==> config.mk <==
export PLATFORM = sky130hd
export DESIGN_NAME = stack_machine_int_executor
export DESIGN_NICKNAME = d
export VERILOG_FILES = /design/src/hdl/smie_pkg.sv /design/src/hdl/stack_machine_int_executor.sv /design/src/hdl/smie_divider.sv
export SDC_FILE = /design/constraint.sdc
export NUM_CORES = 2
export LEC_CHECK = 0
export BUFFER_PORTS_ARGS = -buffer_cell sky130_fd_sc_hd__buf_4
export CORE_UTILIZATION = 60
export CTS_CLUSTER_DIAMETER = 150
export DETAILED_ROUTE_END_ITERATION = 12
export PLACE_DENSITY = 0.78
export SYNTH_ARGS = -nofsm -noshare
export SYNTH_HDL_FRONTEND = slang
export SYNTH_SLANG_ARGS = --single-unit
==> constraint.sdc <==
create_clock -name clk -period 12.5 [get_ports clk]
set_clock_uncertainty 0.1 [all_clocks]
set_input_delay 0.625 -clock clk [delete_from_list [all_inputs] [get_ports clk]]
set_output_delay 0.625 -clock clk [all_outputs]
set_load 0.005 [all_outputs]
==> src/hdl/smie_pkg.sv <==
package smie_pkg;

  localparam int unsigned DefStackDepth = 64;
  localparam int unsigned DataW = 32;
  localparam int unsigned DepthW = 7;

  typedef enum logic [3:0] {
    OP_PUSH   = 4'd0,
    OP_CONST0 = 4'd1,
    OP_CONST1 = 4'd2,
    OP_DUP    = 4'd3,
    OP_SWAP   = 4'd4,
    OP_ROT    = 4'd5,
    OP_ROTN   = 4'd6,
    OP_ADD    = 4'd7,
    OP_SUB    = 4'd8,
    OP_MUL    = 4'd9,
    OP_DIV    = 4'd10,
    OP_REM    = 4'd11
  } op_t;

  typedef enum logic [1:0] {
    ST_OK    = 2'd0,
    ST_UNDER = 2'd1,
    ST_OVER  = 2'd2,
    ST_DIVZ  = 2'd3
  } status_t;

  typedef enum logic [3:0] {
    S_IDLE,
    S_RD1,
    S_RD2,
    S_EXEC,
    S_DIV,
    S_RV_RD,
    S_RV_WAIT,
    S_RV_WR,
    S_TOP_RD,
    S_TOP_WAIT,
    S_OUT
  } state_t;

  typedef struct packed {
    logic start;
    logic is_rem;
  } div_ctl_t;

endpackage

==> src/hdl/stack_machine_int_executor.sv <==
// Operand-stack integer executor.
// Input channel: in_valid/in_stall carry op and imm; one instruction per transfer.
// Result channel: out_valid/out_stall carry top_value, depth and status; exactly
// one result transfer for every input transfer, in order.
// The stack lives in one synchronous single-port memory (registered read).
// The block works on one instruction at a time and stalls input while busy.
// The time from the input transfer to out_valid depends on the instruction and, for
// rotn, grows with the number of entries reversed. It is set by the single memory
// port and by the bit-serial divider, which works out one quotient bit per cycle.
// The result is held in output registers; while out_stall is high the result
// stays put. The next instruction may still be taken and executed, but its
// result waits until the held one has gone.
// Reset (rst_n low, synchronous) empties the stack and clears the handshakes;
// memory contents are left as they are, since only written entries are read.
module stack_machine_int_executor #(
  parameter int unsigned STACK_DEPTH = smie_pkg::DefStackDepth
) (
  input  logic                              clk,
  input  logic                              rst_n,
  input  logic                              in_valid,
  output logic                              in_stall,
  input  logic [3:0]                        in_op,
  input  logic signed [smie_pkg::DataW-1:0] in_imm,
  output logic                              out_valid,
  input  logic                              out_stall,
  output logic signed [smie_pkg::DataW-1:0] out_top_value,
  output logic [smie_pkg::DepthW-1:0]       out_depth,
  output logic [1:0]                        out_status
);
  import smie_pkg::*;

  localparam int unsigned AW = $clog2(STACK_DEPTH);
  localparam int unsigned SPW = $clog2(STACK_DEPTH + 1);

  logic [DataW-1:0] mem [STACK_DEPTH];
  logic [DataW-1:0] rd_data;
  logic             we;
  logic [AW-1:0]    addr;
  logic [DataW-1:0] wdata;

  always_ff @(posedge clk) begin
    if (we) mem[addr] <= wdata;
    rd_data <= mem[addr];
  end

  state_t state_r, state_nxt;
  logic [SPW-1:0]    sp_r, sp_nxt;
  logic [3:0]        op_r;
  logic [DataW-1:0]  a_r, a_nxt;
  logic [DataW-1:0]  b_r, b_nxt;
  logic [SPW-1:0]    lo_r, lo_nxt, hi_r, hi_nxt;
  logic              ph_r, ph_nxt;
  logic [1:0]        st_r, st_nxt;
  logic              ov_r, ov_nxt;
  logic [DataW-1:0]  top_r, top_nxt;
  logic [1:0]        ost_r, ost_nxt;
  logic [DepthW-1:0] odep_r, odep_nxt;
  logic              div_done;
  logic [DataW-1:0]  div_res;
  div_ctl_t          dctl;
  logic [DataW-1:0]  mul_p;

  assign mul_p = a_r * b_r;

  smie_divider u_div (
    .clk(clk), .rst_n(rst_n), .ctl(dctl),
    .dividend(a_r), .divisor(b_r), .done(div_done), .result(div_res)
  );

  assign in_stall = (state_r != S_IDLE);
  assign out_valid = ov_r;
  assign out_top_value = top_r;
  assign out_depth = odep_r;
  assign out_status = ost_r;

  always_ff @(posedge clk) begin
    if (!rst_n) begin
      state_r <= S_IDLE;
      sp_r    <= '0;
      ov_r    <= 1'b0;
    end else begin
      state_r <= state_nxt;
      sp_r    <= sp_nxt;
      ov_r    <= ov_nxt;
    end
    if (state_r == S_IDLE && in_valid) begin
      op_r <= in_op;
    end
    a_r    <= a_nxt;
    b_r    <= b_nxt;
    lo_r   <= lo_nxt;
    hi_r   <= hi_nxt;
    ph_r   <= ph_nxt;
    st_r   <= st_nxt;
    top_r  <= top_nxt;
    ost_r  <= ost_nxt;
    odep_r <= odep_nxt;
  end

  always_comb begin
    state_nxt = state_r;
    sp_nxt = sp_r;
    a_nxt = a_r;
    b_nxt = b_r;
    lo_nxt = lo_r;
    hi_nxt = hi_r;
    ph_nxt = ph_r;
    st_nxt = st_r;
    top_nxt = top_r;
    ost_nxt = ost_r;
    odep_nxt = odep_r;
    ov_nxt = ov_r && out_stall;
    we = 1'b0;
    addr = AW'(sp_r - 1'b1);
    wdata = a_r;
    dctl = '{start: 1'b0, is_rem: (op_r == OP_REM)};
    unique case (state_r)
      S_IDLE: begin
        if (in_valid) begin
          st_nxt = ST_OK;
          state_nxt = S_TOP_RD;
          case (in_op)
            OP_PUSH, OP_CONST0, OP_CONST1: begin
              if (sp_r >= SPW'(STACK_DEPTH)) st_nxt = ST_OVER;
              else begin
                we = 1'b1;
                addr = AW'(sp_r);
                wdata = (in_op == OP_PUSH) ? in_imm :
                        (in_op == OP_CONST1) ? DataW'(1) : '0;
                sp_nxt = sp_r + 1'b1;
              end
            end
            OP_DUP: begin
              if (sp_r < SPW'(1)) st_nxt = ST_UNDER;
              else if (sp_r >= SPW'(STACK_DEPTH)) st_nxt = ST_OVER;
              else state_nxt = S_RD1;
            end
            OP_SWAP, OP_ROT: begin
              if (sp_r < ((in_op == OP_SWAP) ? SPW'(2) : SPW'(3))) st_nxt = ST_UNDER;
              else begin
                lo_nxt = sp_r - ((in_op == OP_SWAP) ? SPW'(2) : SPW'(3));
                hi_nxt = sp_r - 1'b1;
                ph_nxt = 1'b0;
                state_nxt = S_RV_RD;
              end
            end
            OP_ROTN: begin
              if (in_imm[DataW-1] || (DataW'(unsigned'(in_imm)) > DataW'(sp_r)))
                st_nxt = ST_UNDER;
              else if (in_imm > 1) begin
                lo_nxt = sp_r - SPW'(in_imm);
                hi_nxt = sp_r - 1'b1;
                ph_nxt = 1'b0;
                state_nxt = S_RV_RD;
              end
            end
            OP_ADD, OP_SUB, OP_MUL, OP_DIV, OP_REM: begin
              if (sp_r < SPW'(2)) st_nxt = ST_UNDER;
              else state_nxt = S_RD1;
            end
            default: ;
          endcase
        end
      end
      S_RD1: begin
        addr = AW'(sp_r - 1'b1);
        state_nxt = S_RD2;
      end
      S_RD2: begin
        addr = AW'(sp_r - 2'd2);
        a_nxt = rd_data;
        state_nxt = S_EXEC;
      end
      S_EXEC: begin
        if (op_r == OP_DUP) begin
          we = 1'b1;
          addr = AW'(sp_r);
          wdata = a_r;
          sp_nxt = sp_r + 1'b1;
          state_nxt = S_TOP_RD;
        end else begin
          b_nxt = rd_data;
          ph_nxt = 1'b0;
          state_nxt = S_DIV;
          if (op_r == OP_DIV || op_r == OP_REM) begin
            if (rd_data == '0) begin
              st_nxt = ST_DIVZ;
              state_nxt = S_TOP_RD;
            end
          end
        end
      end
      S_DIV: begin
        // b_r valid here; arithmetic finishes in this state.
        if (op_r == OP_DIV || op_r == OP_REM) begin
          if (!ph_r) begin
            dctl.start = 1'b1;
            ph_nxt = 1'b1;
          end else if (div_done) begin
            we = 1'b1;
            addr = AW'(sp_r - 2'd2);
            wdata = div_res;
            sp_nxt = sp_r - 1'b1;
            ph_nxt = 1'b0;
            state_nxt = S_TOP_RD;
          end
        end else begin
          we = 1'b1;
          addr = AW'(sp_r - 2'd2);
          wdata = (op_r == OP_ADD) ? a_r + b_r :
                  (op_r == OP_SUB) ? a_r - b_r : mul_p;
          sp_nxt = sp_r - 1'b1;
          state_nxt = S_TOP_RD;
        end
      end
      S_RV_RD: begin
        addr = AW'(lo_r);
        state_nxt = S_RV_WAIT;
      end
      S_RV_WAIT: begin
        addr = AW'(hi_r);
        a_nxt = rd_data;
        state_nxt = S_RV_WR;
      end
      S_RV_WR: begin
        // With ph_r clear it writes hi into lo; with ph_r set, it writes lo into hi.
        we = 1'b1;
        if (!ph_r) begin
          addr = AW'(lo_r);
          wdata = rd_data;
          b_nxt = rd_data;
          ph_nxt = 1'b1;
        end else begin
          addr = AW'(hi_r);
          wdata = a_r;
          ph_nxt = 1'b0;
          lo_nxt = lo_r + 1'b1;
          hi_nxt = hi_r - 1'b1;
          state_nxt = ((lo_r + 1'b1) < (hi_r - 1'b1)) ? S_RV_RD : S_TOP_RD;
        end
      end
      S_TOP_RD: begin
        addr = AW'(sp_r - 1'b1);
        state_nxt = S_TOP_WAIT;
      end
      S_TOP_WAIT: begin
        state_nxt = S_OUT;
      end
      S_OUT: begin
        // The result fields are captured here so a following instruction
        // cannot disturb a result that is still waiting for its transfer.
        if (!ov_r || !out_stall) begin
          top_nxt = (sp_r == '0) ? '0 : rd_data;
          ost_nxt = st_r;
          odep_nxt = DepthW'(sp_r);
          ov_nxt = 1'b1;
          state_nxt = S_IDLE;
        end
      end
      default: state_nxt = S_IDLE;
    endcase
  end

endmodule

==> src/hdl/smie_divider.sv <==
module smie_divider (
  input  logic                          clk,
  input  logic                          rst_n,
  input  smie_pkg::div_ctl_t            ctl,
  input  logic [smie_pkg::DataW-1:0]    dividend,
  input  logic [smie_pkg::DataW-1:0]    divisor,
  output logic                          done,
  output logic [smie_pkg::DataW-1:0]    result
);
  import smie_pkg::*;

  logic [DataW-1:0] quo_r, quo_nxt;
  logic [DataW-1:0] rem_r, rem_nxt;
  logic [DataW-1:0] dvs_r;
  logic [5:0]       cnt_r;
  logic             busy_r;
  logic             neg_q_r, neg_r_r, is_rem_r;
  logic [DataW:0]   trial;
  logic [DataW-1:0] a_abs, b_abs;

  assign a_abs = dividend[DataW-1] ? (~dividend + 1'b1) : dividend;
  assign b_abs = divisor[DataW-1] ? (~divisor + 1'b1) : divisor;

  // One quotient bit per cycle, restoring form.
  always_comb begin
    trial   = {rem_r, quo_r[DataW-1]} - {1'b0, dvs_r};
    quo_nxt = {quo_r[DataW-2:0], ~trial[DataW]};
    rem_nxt = trial[DataW] ? {rem_r[DataW-2:0], quo_r[DataW-1]} : trial[DataW-1:0];
  end

  always_ff @(posedge clk) begin
    if (!rst_n) begin
      busy_r <= 1'b0;
      done   <= 1'b0;
      cnt_r  <= '0;
    end else begin
      done <= 1'b0;
      if (ctl.start) begin
        busy_r   <= 1'b1;
        cnt_r    <= '0;
        quo_r    <= a_abs;
        rem_r    <= '0;
        dvs_r    <= b_abs;
        neg_q_r  <= dividend[DataW-1] ^ divisor[DataW-1];
        neg_r_r  <= dividend[DataW-1];
        is_rem_r <= ctl.is_rem;
      end else if (busy_r) begin
        quo_r <= quo_nxt;
        rem_r <= rem_nxt;
        cnt_r <= cnt_r + 6'd1;
        if (cnt_r == 6'(DataW - 1)) begin
          busy_r <= 1'b0;
          done   <= 1'b1;
        end
      end
    end
  end

  always_comb begin
    if (is_rem_r) result = neg_r_r ? (~rem_r + 1'b1) : rem_r;
    else          result = neg_q_r ? (~quo_r + 1'b1) : quo_r;
  end

endmodule

**Yosys cells after proc, flatten, opt, wreduce, memory -nomap -nowiden**

Memory sizes are Yosys's and may differ from the RTL's. A register that Yosys moved wholly into a read port is not among the register bits.
Index checks and enable logic that the tools add are counted.

- Add/sub/neg operators: 15
- $mul: 1
- Order comparisons: 7
- Equality and inequality tests: 44
- Mux-type cells: 114
- Bitwise gates (word level): 8
- Reductions and logical operators: 33

Operators by type and width:

| cell | number |
|---|---|
| 32-bit 2-to-1 mux | 20 |
| 32-bit by 1-bit adder with 32-bit output (second input constant) | 4 |
| 32-bit inverter | 4 |
| 7-bit 2-to-1 mux | 17 |
| 32-bit case mux with 3 select lines | 1 |
| 4-bit 2-to-1 mux | 16 |
| 32-bit case mux with 2 select lines | 1 |
| 7-bit case mux with 2 select lines | 4 |
| 6-bit 2-to-1 mux | 8 |
| 4-bit case mux with 11 select lines | 1 |
| 6-bit case mux with 7 select lines | 1 |
| 4-bit equality test (second input constant) | 10 |
| 4-bit by 3-bit equality test with 1-bit output (second input constant) | 9 |
| 33-bit by 32-bit subtractor with 33-bit output | 1 |
| 32-bit adder | 1 |
| 32-bit by 2-bit greater-than comparator with 1-bit output (second input constant) | 1 |
| 32-bit by 7-bit greater-than comparator with 1-bit output | 1 |
| 32-bit logical NOT | 1 |
| 32-bit by 32-bit multiplier with 32-bit output | 1 |
| 32-bit subtractor | 1 |
| 1-bit 2-to-1 mux | 31 |
| 31-bit 2-to-1 mux | 1 |
| 7-bit case mux with 3 select lines | 1 |
| 4-bit by 2-bit equality test with 1-bit output (second input constant) | 5 |
| 42 further kinds | 81 |

- Flip-flop bits (word level): 245
- RAM bits: 2048
- Input port bits: 40
- Output and inout bits: 43
- Word-level logic and storage cells: 246
- Memories kept: 1

Memories:

| memory | words | width | rd ports | clocked after Yosys merged registers in | write ports | RTL line | RTL |
|---|---|---|---|---|---|---|---|
| mem | 64 | 32 | 1 | 1 | 1 | stack_machine_int_executor.sv:35 | `logic [DataW-1:0] mem [STACK_DEPTH];` |

**Depth between registers and ports, before layout**

- Depth in word-level cells: 8
- Gate-level depth with buffers: 29
- Mapped depth without buffers: 27

**Modules after synthesis**

Synthesis repeated with hierarchy kept, for this count alone.

- Cell total of the unflattened synthesis: 8132
- Area total of the unflattened synthesis: 111121.6 µm²

Modules (own cells, without submodules):

| module | instances | cells an instance | area each (µm²) | sequential area each (µm²) |
|---|---|---|---|---|
| stack_machine_int_executor | 1 | 7132 | 102333.1 | 66163.5 |
| smie_divider | 1 | 1000 | 8788.4 | 3133.0 |

**Least setup slack after synthesis**

OpenSTA, ideal clock, no wires.

- Kind: register to register
- Start point: register a_r[13]
- End point: memory mem[0][31] (data pin)
- Library setup time: 0.720 ns
- Arrival time: 9.369 ns
- Required time: 11.680 ns
- Path slack: 2.310 ns
- Cell stages (with the launch flop): 27
- Buffers on the path: 3
- Period minus slack after synthesis: 10.190 ns
- Cells stage by stage: edfxtp_1 -> clkbuf_1 -> clkbuf_1 -> and2_1 -> fa_1 -> inv_1 -> fa_1 -> fa_1 -> fa_1 -> fa_1 -> inv_1 -> fa_1 -> fa_1 -> fa_1 -> ha_1 -> clkbuf_1 -> a21oi_1 -> o21ai_0 -> a31o_2 -> a21oi_1 -> o31ai_1 -> a21oi_1 -> nor2b_1 -> o21a_1 -> nor2_1 -> nor3_1 -> o31ai_1

- Cells in the longest elaborated chain, start to end: 5
- Elaborated cells between the ends (all ways): 7
- Those cells by class: add/sub: 2; mul: 1; mux: 4

Ends and longest elaborated chain:

| item | RTL line | RTL |
|---|---|---|
| start: declaration | stack_machine_int_executor.sv:49 | `logic [DataW-1:0] a_r, a_nxt;` |
| start signal: assignment | stack_machine_int_executor.sv:89 | `a_r <= a_nxt;` |
| 32-bit by 32-bit multiplier with 32-bit output / 32-bit subtractor (equally long branches) | stack_machine_int_executor.sv:63, stack_machine_int_executor.sv:211 |  |
| 32-bit 2-to-1 mux | stack_machine_int_executor.sv:211 | `(op_r == OP_SUB) ? a_r - b_r : mul_p;` |
| 32-bit 2-to-1 mux (*) | stack_machine_int_executor.sv:210 | `wdata = (op_r == OP_ADD) ? a_r + b_r :` |
| 32-bit 2-to-1 mux (*) | stack_machine_int_executor.sv:195 | `if (op_r == OP_DIV \|\| op_r == OP_REM) begin` |
| 32-bit case mux with 3 select lines (*) | stack_machine_int_executor.sv:117 | `unique case (state_r)` |
| named net wdata[31] | stack_machine_int_executor.sv:39 | `logic [DataW-1:0] wdata;` |
| end: declaration | stack_machine_int_executor.sv:35 |  |

The timed path passes the listed nets; every way through them passes the cells marked *.

**Worst setup path after layout**

- Start point: register b_r[2]
- End point: memory mem[44][30] (data pin)

- Cells in the longest elaborated chain, start to end: 5
- Elaborated cells between the ends (all ways): 7
- Those cells by class: add/sub: 2; mul: 1; mux: 4

Ends and longest elaborated chain:

| item | RTL line | RTL |
|---|---|---|
| start: declaration | stack_machine_int_executor.sv:50 | `logic [DataW-1:0] b_r, b_nxt;` |
| start signal: assignment | stack_machine_int_executor.sv:90 | `b_r <= b_nxt;` |
| 32-bit by 32-bit multiplier with 32-bit output / 32-bit subtractor (equally long branches) | stack_machine_int_executor.sv:63, stack_machine_int_executor.sv:211 |  |
| 32-bit 2-to-1 mux | stack_machine_int_executor.sv:211 |  |
| 32-bit 2-to-1 mux (*) | stack_machine_int_executor.sv:210 |  |
| 32-bit 2-to-1 mux (*) | stack_machine_int_executor.sv:195 |  |
| 32-bit case mux with 3 select lines (*) | stack_machine_int_executor.sv:117 |  |
| named net wdata[30] | stack_machine_int_executor.sv:39 |  |

Marked as above.

==> out/summary.txt <==
status = complete, but fails checks
failing checks = capacitance limit, slew limit
Bufs on Longest Clock Path = 3
Clock Pin Slew Worst Setup and Hold Paths = 0.07 ns
DP Worst Slack = 3.28 ns
FF-to-FF setup slack = 3.04 ns
Layout Cells excl Fill = 10.6k
GP Congestion = 0.979
crit path kind = reg2reg
Worst EP required = 12.56 ns
total global routing track utilization = 38.3%
Clock Tree Root = clkbuf_16
DIE WIDTH = 429 µm
Initial Util = 60.5%
CP endpoint kind = register
num rows = 156
multi-input logic area = 0.0374 mm²
Final Core Density = 66.7%
Iter 0 DRT Violations = 12.9k
Post-synth EDFFs = 2,273
initial antenna violation count = 35
placed cells = 10.2k
Worst-Skew Late Latency = 0.89 ns
Hold Path Class = in2reg
worst reg2reg endpoint = mem[44][30]
P&R area growth vs syn = 10.2%
Slew @ Worst Pin = 1.52 ns
PortBufs = 82
Num CTS Buffers = 213
Via-to-Cell Ratio = 7.06
Fill cells = 12.2k
Final Hold Fails = 0
RSZ-0062 raised after global routing = no
relative slew slack = -1.12%
final setup TNS = 0 ns
Hold Path End = out_depth[1]
period utilization = 75.7%
Die Area = 0.184 mm²
grt ovf = 0
# Post-CTS Setup Buffers = 0
Post-Syn Area = 0.110 mm²
register area = 0.0693 mm²
fin. max-slew vios = 35
height of the die = 429 µm
CP arrival = 9.52 ns
Avg Cell Area, Syn = 13.8 µm²
I/O pins = 83
Crit Reg-Reg Startpoint = b_r[2]
Post-DRT Antenna Nets = 0
ratio of cells with drive above 1 in the final layout = 9.34%
Top FF cell, synth = edfxtp_1
final setup vio count = 0
post-synthesis sequential area ratio = 63.2%
#FFs+latches synth = 2,325
CTS resizes = 0
net count reported at finish = 8,715
H-tree lvl count = 4
drt total wl = 356,000 µm
core area = 0.181 mm²
CTS tree = yes
CP Launch Type = register
hpwl dp = 217,000 µm
synthesized net count = 8,664
synth warn = 0
fmax = 106 MHz
crit path time final = 9.46 ns
first-pass iteration count of the detailed router = 12
vias in the first global route = 72.8k
Max Cap Viol = 3
Clock Sinks = 2,325
final setup margin = 3.04 ns
vias = 74.6k
Synth Instances = 7,961
Hold Path Origin = out_stall
routed len/inst = 33.7 µm
R2R cell count = 26
critical path fanouts, max = 64
Post-CTS Hold Buffers = 5
hold path depth = 2
ys async rst share = 0%
first-pass GRT wire length = 508,000 µm
largest net degree at the start of global routing = 109
Unique masters post-synth = 101
drt drc = 0
[layer usage]
| layer | track usage (%) | vias up | wire length, µm |
|---|---|---|---|
| li1 | - | 30320 | - |
| met1 | 47.9 | 36490 | 118000 |
| met2 | 58.4 | 6383 | 161000 |
| met3 | 9.95 | 1404 | 47200 |
| met4 | 27.3 | 26 | 30000 |
| met5 | 0 | - | 184 |
[registers in the layout (all words and copies together), names as in the netlist, 2 cells and up]
signal / count
u_div.dvs_r: 32
hi_r: 7
u_div.cnt_r: 6
out_depth: 7
sp_r: 7
u_div.quo_r: 32
state_r: 4
a_r: 32
out_top_value: 32
b_r: 32
op_r: 4
lo_r: 7
st_r: 2
mem: 2048
u_div.rem_r: 32
out_status: 2
rd_data: 32
[stage by stage]
step,area [µm²],hold slack (ns)
2_1_floorplan,110000,0.300
3_3_place_gp,114000,0.308
3_5_place_dp,114000,0.321
4_1_cts,121000,0.0287
5_1_grt,121000,0.0679
6_report,121000,0.0733
[kinds of logic after synthesis]
kind of cell,share of synthesized area (%)
buf+inv,3.53
xor+xnor,2.20
flops,63.2
fa+ha+maj,10.4
simple gates,7.76
mux,0.258
compound gates,12.7
[layout by cell type, fill, tap and decap left out, drive strengths merged, types with 43 or more instances in the layout]
cell type	Yosys	routed
buf	133	312
clkinv	3	92
a222oi	243	243
ha	251	251
o31ai	47	47
inv	511	518
o22ai	135	135
nor4	44	44
nor3	44	44
a22oi	492	492
dfxtp	52	52
clkbuf	348	274
nor2	300	300
o21ai	235	235
edfxtp	2273	2273
and2	291	291
nand2b	43	43
a221oi	51	51
or4	52	52
nand2	514	514
nand3	297	297
a21oi	421	421
xor2	88	88
fa	412	412
xnor2	187	187
[worst max path at each step]
stage          startpoint     endpoint  cells after the start  slack (ns)
5_1_grt            a_r[5]  mem[44][30]                     26        2.61
3_3_place_gp       b_r[2]  mem[11][30]                     26        3.39
3_5_place_dp       b_r[2]  mem[15][30]                     26        3.28
6_report           b_r[2]  mem[44][30]                     26        3.04
2_1_floorplan     a_r[13]   mem[0][31]                     26        2.31
4_1_cts            b_r[2]  mem[44][30]                     26        3.19
[synthesized netlist by cell type (all sizes together), types with 43 or more instances]
| library cell | instances | area [µm²] |
|---|---|---|
| nor3 | 44 | 225 |
| nor4 | 44 | 333 |
| nand2b | 43 | 269 |
| a221oi | 51 | 447 |
| nor2 | 300 | 1130 |
| clkbuf | 348 | 1310 |
| nand2 | 514 | 1930 |
| o21ai | 235 | 1190 |
| xnor2 | 187 | 1640 |
| nand3 | 297 | 1490 |
| inv | 511 | 1920 |
| or4 | 52 | 398 |
| a21oi | 421 | 2110 |
| a222oi | 243 | 2430 |
| a22oi | 492 | 3700 |
| edfxtp | 2273 | 68300 |
| fa | 412 | 8250 |
| o22ai | 135 | 845 |
| xor2 | 88 | 771 |
| ha | 251 | 3140 |
| o31ai | 47 | 358 |
| and2 | 291 | 1820 |
| dfxtp | 52 | 1040 |
| buf | 133 | 636 |
[final cells by class]
class	count	share of cell area (%)
sequential	2325	57.3
multi-input combinational	4641	31.0
clock buffer	274	4.70
tap	2370	2.45
timing repair buffer	317	2.10
inverter	514	1.60
clock inverter	113	0.813
antenna	15	0.0311
[worst max-delay path, stage by stage (launching register included)]
cell       delay (ns)
edfxtp_1         0.58
buf_4            0.31
and2_1           0.20
fa_1             0.54
inv_1            0.05
fa_1             0.50
fa_1             0.46
fa_1             0.55
inv_1            0.05
fa_1             0.50
inv_1            0.05
fa_1             0.52
inv_1            0.05
fa_1             0.38
fa_1             0.48
ha_1             0.36
a21o_1           0.20
a21o_1           0.19
a21o_1           0.19
a21o_1           0.18
a2111oi_0        0.38
nand2_1          0.27
a41o_1           0.31
nand4b_1         0.09
a31oi_1          0.12
nand4b_1         0.15
nand3_2          0.93
Power is left out: the tool's default activity adds up to more than one toggle a clock period on the data nets, which glitch-free logic cannot reach.
